[config.mk]
export PLATFORM = sky130hd
export DESIGN_NAME = file_block_index_path_top_flat
export DESIGN_NICKNAME = d
export VERILOG_FILES = /design/src/hdl/fbip_pkg.sv /design/src/hdl/fbip_in_if.sv /design/src/hdl/fbip_out_if.sv /design/src/hdl/fbip_cfg_if.sv /design/src/hdl/fbip_ctrl.sv /design/src/hdl/fbip_dp.sv /design/src/hdl/file_block_index_path_top.sv /design/src/flat_wrapper.sv
export SDC_FILE = /design/constraint.sdc
export NUM_CORES = 1
export LEC_CHECK = 0
export BUFFER_PORTS_ARGS = -buffer_cell sky130_fd_sc_hd__buf_4
export CAP_MARGIN = 10
export CORE_ASPECT_RATIO = 1.75
export CORE_MARGIN = 5
export CORE_UTILIZATION = 58
export CTS_CLUSTER_DIAMETER = 50
export CTS_CLUSTER_SIZE = 10
export DETAILED_ROUTE_END_ITERATION = 8
export PLACE_DENSITY_LB_ADDON = 0.15
export SYNTH_ARGS = -nofsm -noshare
export SYNTH_HDL_FRONTEND = slang
export SYNTH_SLANG_ARGS = --single-unit
[constraint.sdc]
create_clock -name clk -period 5.7 [get_ports clk]
set_input_delay 0.855 -clock clk [delete_from_list [all_inputs] [get_ports clk]]
set_output_delay 0.855 -clock clk [all_outputs]
set_load 0.02 [all_outputs]
[src/hdl/fbip_pkg.sv]
`timescale 1ns / 1ps
`default_nettype none
// ---------------------------------------------------------------------------
// fbip_pkg
// Shared widths, constants and control types for the file block index path.
// ---------------------------------------------------------------------------
package fbip_pkg;

  localparam int unsigned OFFSET_W = 32;
  localparam int unsigned LOG_W    = 2;
  localparam int unsigned LEVEL_W  = 2;
  localparam int unsigned SLOT_W   = 4;
  localparam int unsigned IDX_W    = 10;
  // logical block number width at the smallest block size
  localparam int unsigned BLK_W    = OFFSET_W - 10;
  // limits need one bit above the block number
  localparam int unsigned LIM_W    = BLK_W + 1;

  localparam logic [LOG_W-1:0]   LOG_MAX      = 2'd2;
  localparam logic [LIM_W-1:0]   DIRECT_SLOTS = 23'd12;
  localparam logic [SLOT_W-1:0]  SLOT_BASE    = 4'd11;

  localparam logic [LEVEL_W-1:0] LVL_DIRECT = 2'd0;
  localparam logic [LEVEL_W-1:0] LVL_SINGLE = 2'd1;
  localparam logic [LEVEL_W-1:0] LVL_DOUBLE = 2'd2;
  localparam logic [LEVEL_W-1:0] LVL_TRIPLE = 2'd3;

  // commands from the controller to the datapath
  typedef struct packed {
    logic load_in;
    logic calc;
    logic load_out;
  } cmd_t;

endpackage
`default_nettype wire

[src/hdl/fbip_in_if.sv]
`timescale 1ns / 1ps
`default_nettype none
// ---------------------------------------------------------------------------
// fbip_in_if
// Input channel: one byte offset per item.
// ---------------------------------------------------------------------------
interface fbip_in_if;
  logic                           valid;
  logic                           ready;
  logic [fbip_pkg::OFFSET_W-1:0]  byte_offset;

  modport source (output valid, output byte_offset, input ready);
  modport sink   (input valid, input byte_offset, output ready);
endinterface
`default_nettype wire

[src/hdl/fbip_out_if.sv]
`timescale 1ns / 1ps
`default_nettype none
// ---------------------------------------------------------------------------
// fbip_out_if
// Result channel: level, inode slot and three pointer indices per item.
// ---------------------------------------------------------------------------
interface fbip_out_if;
  logic                          valid;
  logic                          ready;
  logic [fbip_pkg::LEVEL_W-1:0]  level;
  logic [fbip_pkg::SLOT_W-1:0]   slot;
  logic [fbip_pkg::IDX_W-1:0]    first_index;
  logic [fbip_pkg::IDX_W-1:0]    second_index;
  logic [fbip_pkg::IDX_W-1:0]    third_index;

  modport source (output valid, output level, output slot, output first_index,
                  output second_index, output third_index, input ready);
  modport sink   (input valid, input level, input slot, input first_index,
                  input second_index, input third_index, output ready);
endinterface
`default_nettype wire

[src/hdl/fbip_cfg_if.sv]
`timescale 1ns / 1ps
`default_nettype none
// ---------------------------------------------------------------------------
// fbip_cfg_if
// Configuration write channel for the block size log register.
// ---------------------------------------------------------------------------
interface fbip_cfg_if;
  logic                         valid;
  logic                         ready;
  logic [fbip_pkg::LOG_W-1:0]   log_block_size;

  modport source (output valid, output log_block_size, input ready);
  modport sink   (input valid, input log_block_size, output ready);
endinterface
`default_nettype wire

[src/hdl/fbip_ctrl.sv]
`timescale 1ns / 1ps
`default_nettype none
// ---------------------------------------------------------------------------
// fbip_ctrl
// Sequencer: accept, level select, index split, then output register load.
// ---------------------------------------------------------------------------
module fbip_ctrl (
  input  wire logic            clk,
  input  wire logic            rst_n,
  input  wire logic            in_valid,
  output logic                 in_ready,
  output logic                 out_valid,
  input  wire logic            out_ready,
  output fbip_pkg::cmd_t       cmd
);

  localparam logic [1:0] S_IDLE  = 2'd0;
  localparam logic [1:0] S_LEVEL = 2'd1;
  localparam logic [1:0] S_SPLIT = 2'd2;

  logic [1:0] state_r, state_nxt;
  logic       out_valid_r, out_valid_nxt;

  always_comb begin
    state_nxt     = state_r;
    out_valid_nxt = out_valid_r;
    cmd           = '0;
    if (out_valid_r && out_ready) begin
      out_valid_nxt = 1'b0;
    end
    case (state_r)
      S_IDLE: begin
        if (in_valid) begin
          cmd.load_in = 1'b1;
          state_nxt   = S_LEVEL;
        end
      end
      S_LEVEL: begin
        cmd.calc  = 1'b1;
        state_nxt = S_SPLIT;
      end
      S_SPLIT: begin
        // wait until the output register is free or being emptied
        if (!out_valid_r || out_ready) begin
          cmd.load_out  = 1'b1;
          out_valid_nxt = 1'b1;
          state_nxt     = S_IDLE;
        end
      end
      default: begin
        state_nxt = S_IDLE;
      end
    endcase
  end

  always_ff @(posedge clk) begin
    if (!rst_n) begin
      state_r     <= S_IDLE;
      out_valid_r <= 1'b0;
    end else begin
      state_r     <= state_nxt;
      out_valid_r <= out_valid_nxt;
    end
  end

  assign in_ready  = (state_r == S_IDLE);
  assign out_valid = out_valid_r;

endmodule
`default_nettype wire

[src/hdl/fbip_dp.sv]
`timescale 1ns / 1ps
`default_nettype none
// ---------------------------------------------------------------------------
// fbip_dp
// Datapath: config register, level select with base subtract, index split.
// ---------------------------------------------------------------------------
module fbip_dp (
  input  wire logic                          clk,
  input  wire logic                          rst_n,
  input  wire fbip_pkg::cmd_t                cmd,
  input  wire logic                          cfg_we,
  input  wire logic [fbip_pkg::LOG_W-1:0]    cfg_data,
  input  wire logic [fbip_pkg::OFFSET_W-1:0] byte_offset,
  output logic [fbip_pkg::LEVEL_W-1:0]       level,
  output logic [fbip_pkg::SLOT_W-1:0]        slot,
  output logic [fbip_pkg::IDX_W-1:0]         first_index,
  output logic [fbip_pkg::IDX_W-1:0]         second_index,
  output logic [fbip_pkg::IDX_W-1:0]         third_index
);

  logic [fbip_pkg::LOG_W-1:0]    log_r;
  logic [fbip_pkg::OFFSET_W-1:0] offset_r;
  logic [fbip_pkg::LEVEL_W-1:0]  lvl_r, lvl_nxt;
  logic [fbip_pkg::BLK_W-1:0]    rem_r, rem_nxt;

  logic [fbip_pkg::LEVEL_W-1:0]  level_r;
  logic [fbip_pkg::SLOT_W-1:0]   slot_r, slot_nxt;
  logic [fbip_pkg::IDX_W-1:0]    idx1_r, idx1_nxt;
  logic [fbip_pkg::IDX_W-1:0]    idx2_r, idx2_nxt;
  logic [fbip_pkg::IDX_W-1:0]    idx3_r, idx3_nxt;

  logic [fbip_pkg::LOG_W-1:0]    lg;
  logic [3:0]                    psh;
  logic [fbip_pkg::BLK_W-1:0]    blk;
  logic [fbip_pkg::LIM_W-1:0]    blk_x, lim1, lim2;
  logic [fbip_pkg::BLK_W-1:0]    mask;
  logic [fbip_pkg::IDX_W-1:0]    lo, mid, hi;

  // out-of-range log saturates to the largest block size
  assign lg  = (log_r > fbip_pkg::LOG_MAX) ? fbip_pkg::LOG_MAX : log_r;
  assign psh = 4'd8 + {2'b00, lg};

  // level select and base subtract
  always_comb begin
    blk   = fbip_pkg::BLK_W'(offset_r >> (5'd10 + {3'b000, lg}));
    blk_x = {1'b0, blk};
    lim1  = fbip_pkg::DIRECT_SLOTS + (fbip_pkg::LIM_W'(1) << psh);
    lim2  = lim1 + (fbip_pkg::LIM_W'(1) << {psh, 1'b0});
    if (blk_x < fbip_pkg::DIRECT_SLOTS) begin
      lvl_nxt = fbip_pkg::LVL_DIRECT;
      rem_nxt = blk;
    end else if (blk_x < lim1) begin
      lvl_nxt = fbip_pkg::LVL_SINGLE;
      rem_nxt = fbip_pkg::BLK_W'(blk_x - fbip_pkg::DIRECT_SLOTS);
    end else if (blk_x < lim2) begin
      lvl_nxt = fbip_pkg::LVL_DOUBLE;
      rem_nxt = fbip_pkg::BLK_W'(blk_x - lim1);
    end else begin
      lvl_nxt = fbip_pkg::LVL_TRIPLE;
      rem_nxt = fbip_pkg::BLK_W'(blk_x - lim2);
    end
  end

  // index split, least significant index belongs to the deepest level
  always_comb begin
    mask = (fbip_pkg::BLK_W'(1) << psh) - fbip_pkg::BLK_W'(1);
    lo   = fbip_pkg::IDX_W'(rem_r & mask);
    mid  = fbip_pkg::IDX_W'((rem_r >> psh) & mask);
    hi   = fbip_pkg::IDX_W'((rem_r >> {psh, 1'b0}) & mask);
    idx1_nxt = '0;
    idx2_nxt = '0;
    idx3_nxt = '0;
    slot_nxt = fbip_pkg::SLOT_BASE + {2'b00, lvl_r};
    case (lvl_r)
      fbip_pkg::LVL_DIRECT: begin
        slot_nxt = rem_r[fbip_pkg::SLOT_W-1:0];
      end
      fbip_pkg::LVL_SINGLE: begin
        idx1_nxt = lo;
      end
      fbip_pkg::LVL_DOUBLE: begin
        idx1_nxt = mid;
        idx2_nxt = lo;
      end
      fbip_pkg::LVL_TRIPLE: begin
        idx1_nxt = hi;
        idx2_nxt = mid;
        idx3_nxt = lo;
      end
      default: begin
        slot_nxt = rem_r[fbip_pkg::SLOT_W-1:0];
      end
    endcase
  end

  always_ff @(posedge clk) begin
    if (!rst_n) begin
      log_r <= '0;
    end else if (cfg_we) begin
      log_r <= cfg_data;
    end
  end

  always_ff @(posedge clk) begin
    if (cmd.load_in) begin
      offset_r <= byte_offset;
    end
    if (cmd.calc) begin
      lvl_r <= lvl_nxt;
      rem_r <= rem_nxt;
    end
    if (cmd.load_out) begin
      level_r <= lvl_r;
      slot_r  <= slot_nxt;
      idx1_r  <= idx1_nxt;
      idx2_r  <= idx2_nxt;
      idx3_r  <= idx3_nxt;
    end
  end

  assign level        = level_r;
  assign slot         = slot_r;
  assign first_index  = idx1_r;
  assign second_index = idx2_r;
  assign third_index  = idx3_r;

endmodule
`default_nettype wire

[src/hdl/file_block_index_path_top.sv]
`timescale 1ns / 1ps
`default_nettype none
// result path: the accepted offset is registered, then the level and remainder, then the output register
// flow: the sequencer (accept, level select, index split) handles one offset at
//   a time and holds in index split while the output register holds an untaken result
// a finished result waits in the output register while the next item is taken
// reset: synchronous active-low rst_n clears the sequencer, output valid and
//   the block size log (1024-byte blocks)
// ---------------------------------------------------------------------------
// file_block_index_path_top
// Maps a file byte offset onto the inode block-map path: level, slot and
// up to three indirect pointer indices.
// ---------------------------------------------------------------------------
module file_block_index_path_top (
  input  wire logic   clk,
  input  wire logic   rst_n,
  fbip_in_if.sink     in_ch,
  fbip_out_if.source  out_ch,
  fbip_cfg_if.sink    cfg_ch
);

  fbip_pkg::cmd_t cmd;

  // config register is always writable; writes must come only while idle, which the block does not enforce
  assign cfg_ch.ready = 1'b1;

  // sequencer: owns the input ready and the result valid flag
  fbip_ctrl u_ctrl (
    .clk       (clk),
    .rst_n     (rst_n),
    .in_valid  (in_ch.valid),
    .in_ready  (in_ch.ready),
    .out_valid (out_ch.valid),
    .out_ready (out_ch.ready),
    .cmd       (cmd)
  );

  // datapath: offset capture, level select, index split, output register
  fbip_dp u_dp (
    .clk          (clk),
    .rst_n        (rst_n),
    .cmd          (cmd),
    .cfg_we       (cfg_ch.valid),
    .cfg_data     (cfg_ch.log_block_size),
    .byte_offset  (in_ch.byte_offset),
    .level        (out_ch.level),
    .slot         (out_ch.slot),
    .first_index  (out_ch.first_index),
    .second_index (out_ch.second_index),
    .third_index  (out_ch.third_index)
  );

endmodule
`default_nettype wire

[src/flat_wrapper.sv]
// flat-port wrapper written by rule: the top's interface ports become plain ports
module file_block_index_path_top_flat 
  (clk, rst_n, in_ch_valid, in_ch_byte_offset, in_ch_ready, out_ch_valid, out_ch_level, out_ch_slot, out_ch_first_index, out_ch_second_index, out_ch_third_index, out_ch_ready, cfg_ch_valid, cfg_ch_log_block_size, cfg_ch_ready);
  fbip_in_if in_ch_i ();
  fbip_out_if out_ch_i ();
  fbip_cfg_if cfg_ch_i ();
  input  wire logic clk;
  input  wire logic rst_n;
  input wire logic [$bits(in_ch_i.valid)-1:0] in_ch_valid;
  input wire logic [$bits(in_ch_i.byte_offset)-1:0] in_ch_byte_offset;
  output wire logic [$bits(in_ch_i.ready)-1:0] in_ch_ready;
  output wire logic [$bits(out_ch_i.valid)-1:0] out_ch_valid;
  output wire logic [$bits(out_ch_i.level)-1:0] out_ch_level;
  output wire logic [$bits(out_ch_i.slot)-1:0] out_ch_slot;
  output wire logic [$bits(out_ch_i.first_index)-1:0] out_ch_first_index;
  output wire logic [$bits(out_ch_i.second_index)-1:0] out_ch_second_index;
  output wire logic [$bits(out_ch_i.third_index)-1:0] out_ch_third_index;
  input wire logic [$bits(out_ch_i.ready)-1:0] out_ch_ready;
  input wire logic [$bits(cfg_ch_i.valid)-1:0] cfg_ch_valid;
  input wire logic [$bits(cfg_ch_i.log_block_size)-1:0] cfg_ch_log_block_size;
  output wire logic [$bits(cfg_ch_i.ready)-1:0] cfg_ch_ready;
  assign in_ch_i.valid = in_ch_valid;
  assign in_ch_i.byte_offset = in_ch_byte_offset;
  assign in_ch_ready = in_ch_i.ready;
  assign out_ch_valid = out_ch_i.valid;
  assign out_ch_level = out_ch_i.level;
  assign out_ch_slot = out_ch_i.slot;
  assign out_ch_first_index = out_ch_i.first_index;
  assign out_ch_second_index = out_ch_i.second_index;
  assign out_ch_third_index = out_ch_i.third_index;
  assign out_ch_i.ready = out_ch_ready;
  assign cfg_ch_i.valid = cfg_ch_valid;
  assign cfg_ch_i.log_block_size = cfg_ch_log_block_size;
  assign cfg_ch_ready = cfg_ch_i.ready;
  file_block_index_path_top u_core (.clk(clk), .rst_n(rst_n), .in_ch(in_ch_i), .out_ch(out_ch_i), .cfg_ch(cfg_ch_i));
endmodule
# Word level (Yosys, flattened, before mapping)
# Index checks and enable logic that the tools add are counted.
# op_classes
add_sub_neg,9
n_lt_le_gt_ge,4
n_eq_ne,7
shift,6
n_mux,20
bitwise,3
n_reduce_logical,7
# op_table
op,count
$mux 22,3
$lt 22x23->1,2
$sub 22x22->22,2
$shr 32x5->22,1
$and 10x10->10,3
$pmux 10 s3,1
$add 23x23->23,1
$add 4x23->23 const A,1
$shl 1x4->23 const A,1
$shl 1x5->23 const A,1
$lt 22x4->1 const B,1
$shr 22x4->10,1
$shr 22x5->10,1
$sub 22x4->22 const B,1
$pmux 10 s2,1
$mux 1,10
$shl 1x4->10 const A,1
$sub 10x2->10 const B,1
$add 4x2->4 const A,2
$eq 2x2->1 const B,3
$mux 2,3
$pmux 2 s3,1
$add 4x2->5 const A,1
$eq 2x1->1 const B,2
other kinds (9),11
# word_totals
register_bits,97
input_bits,39
output_inout_bits,39
wordCells,68

# Logic depth before layout (Yosys ltp)
# depth
depth_word,10
mapped_depth,21

# Modules after synthesis
# A second synthesis with hierarchy kept.
# unflattened
hier_cells,468
hier_area_um2,4982.3
# by_module_without_submodules
module,instances,cells_per_inst,area_each_um2,seq_area_each_um2
fbip_dp,1,453,4832.1,2502.4
fbip_ctrl,1,13,138.9,60.1
file_block_index_path_top,1,2,11.3,0.0

# Least setup slack after synthesis
# No wires, ideal clock.
# synth_path
kind,register -> register
startpoint,register u_core.u_dp.log_r[0] (netlist bit)
endpoint,register u_core.u_dp.rem_r[19] (netlist bit) (data pin)
setup_ns,0.261
t_arrival_ns,4.388
path_slack_ns,1.051
stages_incl_launch_ff,19
cell_sequence,dfxtp_1 > buf_6 > buf_6 > buf_6 > clkbuf_1 > clkbuf_1 > nand2_1 > ha_1 > clkbuf_1 > nand2b_1 > o311a_1 > a211oi_1 > a211oi_4 > o22ai_1 > nand2_1 > ha_1 > a211o_1 > a221o_1 > o311a_1
# synth_between
elab_chain_len,10
# synth_rtl
item,line_no,text
"start, declared",fbip_dp.sv:21,logic [fbip_pkg::LOG_W-1:0] log_r;
"start signal, assigned",fbip_dp.sv:100,log_r <= cfg_data;
$gt 2x2->1,fbip_dp.sv:40,assign lg = (log_r > fbip_pkg::LOG_MAX) ? fbip_pkg::LOG_MAX : log_r;
$mux 2 *,fbip_dp.sv:40,
$add 4x2->4,fbip_dp.sv:41,"assign psh = 4'd8 + {2'b00, lg};"
$shl 1x4->23,fbip_dp.sv:47,lim1 = fbip_pkg::DIRECT_SLOTS + (fbip_pkg::LIM_W'(1) << psh);
$add 4x23->23,fbip_dp.sv:47,
$add 23x23->23,fbip_dp.sv:48,"lim2 = lim1 + (fbip_pkg::LIM_W'(1) << {psh, 1'b0});"
$sub 22x22->22 or $lt 22x23->1 (tied branches),"fbip_dp.sv:60, fbip_dp.sv:55",
$mux 22,fbip_dp.sv:55,end else if (blk_x < lim2) begin
$mux 22,fbip_dp.sv:52,end else if (blk_x < lim1) begin
$mux 22 *,fbip_dp.sv:49,if (blk_x < fbip_pkg::DIRECT_SLOTS) begin
"via u_core.u_dp.rem_nxt, one bit",fbip_dp.sv:24,"logic [fbip_pkg::BLK_W-1:0] rem_r, rem_nxt;"
"end signal, assigned",fbip_dp.sv:110,rem_r <= rem_nxt;
"end, declared",fbip_dp.sv:24,
# Mark *: on every way through the listed nets, which the timed path passes. The rest lies on a longest branch.
# A chain may end at the register's enable or synchronous reset.

# Final worst setup path
# layout_path
startpoint,register u_core.u_dp.log_r[0] (netlist bit)
endpoint,register u_core.u_dp.rem_r[21] (netlist bit) (data pin)
# The elaborated chain is that of the path after synthesis.

==> flow_metrics.tcl <==
set metrics [dict create \
    capturing_element_type_of_the_critical_path "flop" \
    worst_hold_path_type "reg2reg" \
    cellInternalPower_uw 1209 \
    ctsHtreeMaxLevel 3 \
    outcome "completed" \
    power_frac_clock_pct 32.6 \
    worst_slew_margin_relative_to_its_limit_pct 22.74 \
    register_area_share_after_synthesis_pct 48.35 \
    clock_skew_ns 0.007643 \
    number_of_antenna_violations_at_the_first_check_in_global_routing 0 \
    detailed_place_hpwl_um 9327 \
    synth_flop_cell "edfxtp_1" \
    path_depth 15 \
    rows 46 \
    tritoncts "built" \
    p_leak_uw 0.002306 \
    crit_family "compound AO/OA/AOI/OAI gates" \
    pwr-share-seq_pct 46.2 \
    worst_ep_arrival_time_ns 4.76 \
    netlist_instances 501 \
    regToRegEndpoint "u_core.u_dp.rem_r[21]" \
    post_cts_buffers 0 \
    clk_path_buf_depth 2 \
    power.share.switching_pct 28.78 \
    fp.coreArea_um2 8979 \
    num_antenna_cells 0 \
    root_buffer "clkbuf_16" \
    yosys_register_bits 87 \
    clkSinkCount 87 \
    cts_repair_resize_count 0 \
    path_buf_inv 0 \
    numCtsBuffers 9 \
    grt_remaining_overflow 0 \
    clock.fmax_mhz 218.7 \
    vdd_ir_drop_max_v 0.0001572 \
    critPathSlowestCell "dfxtp_2" \
    wire_per_inst_um 17.68 \
    drtAntennaViolNets 0 \
    routed-via-count 4059 \
    area_growth_pct 15.79 \
    max_stage_delay_ns 0.60 \
    post-place-ws_ns 1.242 \
    critPathLaunch "u_core.u_dp.log_r[0]" \
    switching_power_summed_over_all_nets_uw 488.7 \
    report.final.setup_viol 0 \
    r2r_setup_slack_ns 1.13 \
    finalMaxSlewViolations 0 \
    final_nets 608 \
    post-route-period-util_pct 80.21 \
    final.min_clock_period_ns 4.572 \
    vias_in_the_first_global_route 3900 \
    p_per_area_nw_per_um2 276.7 \
    yosysUniqueCellTypes 73 \
    gp_routability_congestion 0.9390 \
    critPathMaxFanout 22 \
    avgSynthCellArea_um2 10.58 \
    reg2reg_from "u_core.u_dp.log_r[0]" \
    synth.largest_area_cell "edfxtp_1" \
    number_of_max_capacitance_violations_reported 0 \
    timing.final.hold_violations 0 \
    track_usage_pct 22.19 \
    clkSlewWorstSetupHoldPaths_ns 0.07 \
    grt_first_pass_wirelength_um 18670 \
    synth.area.top_cells "edfxtp_1, mux2i_1, nor2_1, nand2_1, a21oi_1" \
    initialDrtViolationCount 201 \
    post_route_drc 0 \
    die-area_um2 11220 \
    endpoint "u_core.u_dp.rem_r[21]" \
    die-width_um 82.26 \
    yosys.area.top_type_share_pct 46.46 \
    hold_fix_buffers_at_cts 0 \
    routed_via_density 5.934 \
    worst_margin_slew_ns 1.154 \
    crit_path_cell_trace "nor2b_1 -> a211oi_1 -> a21oi_1 -> ha_1 -> nand2b_1 -> o311a_1 -> a211oi_1 -> a211oi_4 -> o22ai_1 -> nand2_1 -> ha_1 -> a2111oi_0 -> nor3_1 -> o41ai_2 -> mux2i_1" \
    layout_setup_ws_ns 1.128 \
    setup_crit_path_kind "reg2reg" \
    fin_total_pwr_uw 1698 \
    critical_path_required_ns 5.89 \
    drive_above_1_share_pct 21.28 \
    synth.yosys.warnings 0 \
    synthesis.area_um2 5300 \
    initial_utilization_pct 59.03 \
    synth_edf_count 82 \
    critPathLaunchType "flop" \
    setup_repair_after_global_routing_missed_its_margin "false" \
    r2r_cells 15 \
    clock_latency_ns 0.34 \
    power.share.combinational_pct 21.2 \
    sum_of_negative_setup_slack_ns 0 \
    die_height_um 136.5 \
    grt_start_max_net_pins 37 \
    portBuffers 66 \
    boundaryPins 78 \
    routed_wl_um 12100 \
    synth_async_sr_flop_share_pct 0 \
    drt_pass1_iterations 4 \
]
[through the flow]
step           instances  util [%]  hold WS [ns]  area, um2
2_1_floorplan        503         -        0.4244       5308
3_5_place_dp         668     65.23        0.5227       5857
3_3_place_gp         668     65.23        0.5124       5857
6_report             684     68.35        0.5334       6137
4_1_cts              684     68.35        0.5390       6137
5_1_grt              684     68.35        0.5929       6137
[worst min-delay path by stage]
stage / from / end / slack (ns) / cells after the start
finish: u_core.u_ctrl.out_valid / u_core.u_ctrl.out_valid / 0.53 / 2
CTS: u_core.u_ctrl.out_valid / u_core.u_ctrl.out_valid / 0.54 / 2
detailed placement: u_core.u_ctrl.out_valid / u_core.u_ctrl.out_valid / 0.52 / 2
global route: u_core.u_ctrl.out_valid / u_core.u_ctrl.out_valid / 0.59 / 2
global placement: u_core.u_ctrl.out_valid / u_core.u_ctrl.out_valid / 0.51 / 2
floorplan: u_core.u_dp.lvl_r[1] / u_core.u_dp.level[1] / 0.42 / 0
[power by group through the flow]
stage	clock [uW]	sequential [uW]	combinational [uW]
after floorplan	0	791	268
after global placement	0	796	348
after detailed placement	0	798	358
after CTS	564	784	360
after global routing	592	788	395
final	553	784	361
[area by class of cell]
class                           instances  area (um2)
Fill cell                             734        2841
Sequential cell                        87        2565
Multi-Input combinational cell        371        2530
Timing Repair Buffer                   73       548.0
Clock buffer                           10       229.0
Tap cell                              120       150.1
Inverter                               17       63.81
Clock inverter                          6       51.30
[worst reg2reg max path, delay by kind of cell, from the launching register on]
family / cells / cell delay [ns]
DFF: 1 / 0.60
adders and majority gates: 2 / 0.75
muxes: 1 / 0.24
AOI/OAI and AO/OA: 8 / 2.32
and+or+nand+nor: 4 / 0.51
[layer usage]
metal  GRT usage [%]  vias to the layer above  wire, um
li1                -                     1974         -
met1           21.62                     1948      4183
met2           42.63                      105      7018
met3           3.912                       32       457
met4           10.63                        0       436
met5               0                        -         0
[state kept, by name, indices dropped and copies added, names as in the netlist]
| name | count |
|---|---|
| u_core.u_dp.lvl_r | 2 |
| u_core.u_ctrl.state_r | 2 |
| u_core.u_dp.first_index | 10 |
| u_core.u_dp.rem_r | 22 |
| u_core.u_dp.level | 2 |
| u_core.u_dp.log_r | 2 |
| u_core.u_dp.third_index | 10 |
| u_core.u_dp.offset_r | 22 |
| u_core.u_dp.second_index | 10 |
| u_core.u_dp.slot | 4 |
| u_core.u_ctrl.out_valid | 1 |
[cells by family (layout without fill, tap and decap cells)]
family	count (synthesis)	count (layout)	share of synthesized area [%]
AOI/OAI and AO/OA	125	125	16.88
xor gates and xnor gates	15	15	2.479
adders and majority gates	10	10	2.361
buffers and inverters	45	106	4.155
DFF	87	87	48.35
muxes	49	49	9.750
other	1	3	0.07075
and+or+nand+nor	169	169	15.96
[synth_stat cells (3+ instances only)]
master and count:
clkbuf_1 13, and2_1 3, and3_1 6, ha_1 10, dfxtp_1 5, nor2_1 54, a21o_1 3, edfxtp_1 82
a22o_1 4, nand2b_1 10, o21a_1 7, xnor2_1 13, a211oi_1 7, nand2_1 46, o22ai_1 6, buf_1 3
mux2_2 9, nand4_1 4, a21oi_1 32, nor2b_1 18, o211ai_1 5, buf_2 5, nand3_1 11, nor3_1 3
mux2i_1 36, inv_1 17, buf_6 5, a22oi_1 4, o21ai_0 24
[cell usage in the layout (no fill, tap or decap), types with 4 or more instances in the layout]
master	n
a211oi_1	7
a21oi_1	32
a22oi_1	4
o211ai_1	5
o22ai_1	6
nor2b_1	16
and3_1	6
buf_4	73
nand2b_1	10
nand2_1	46
xnor2_1	13
inv_1	17
nand3_1	11
clkbuf_16	9
ha_1	10
o21ai_0	24
a22o_1	4
nand4_1	4
o21a_1	7
mux2i_1	36
edfxtp_1	82
mux2_2	9
nor2_1	54
No activity file was read; power rests on OpenSTA's default activity.
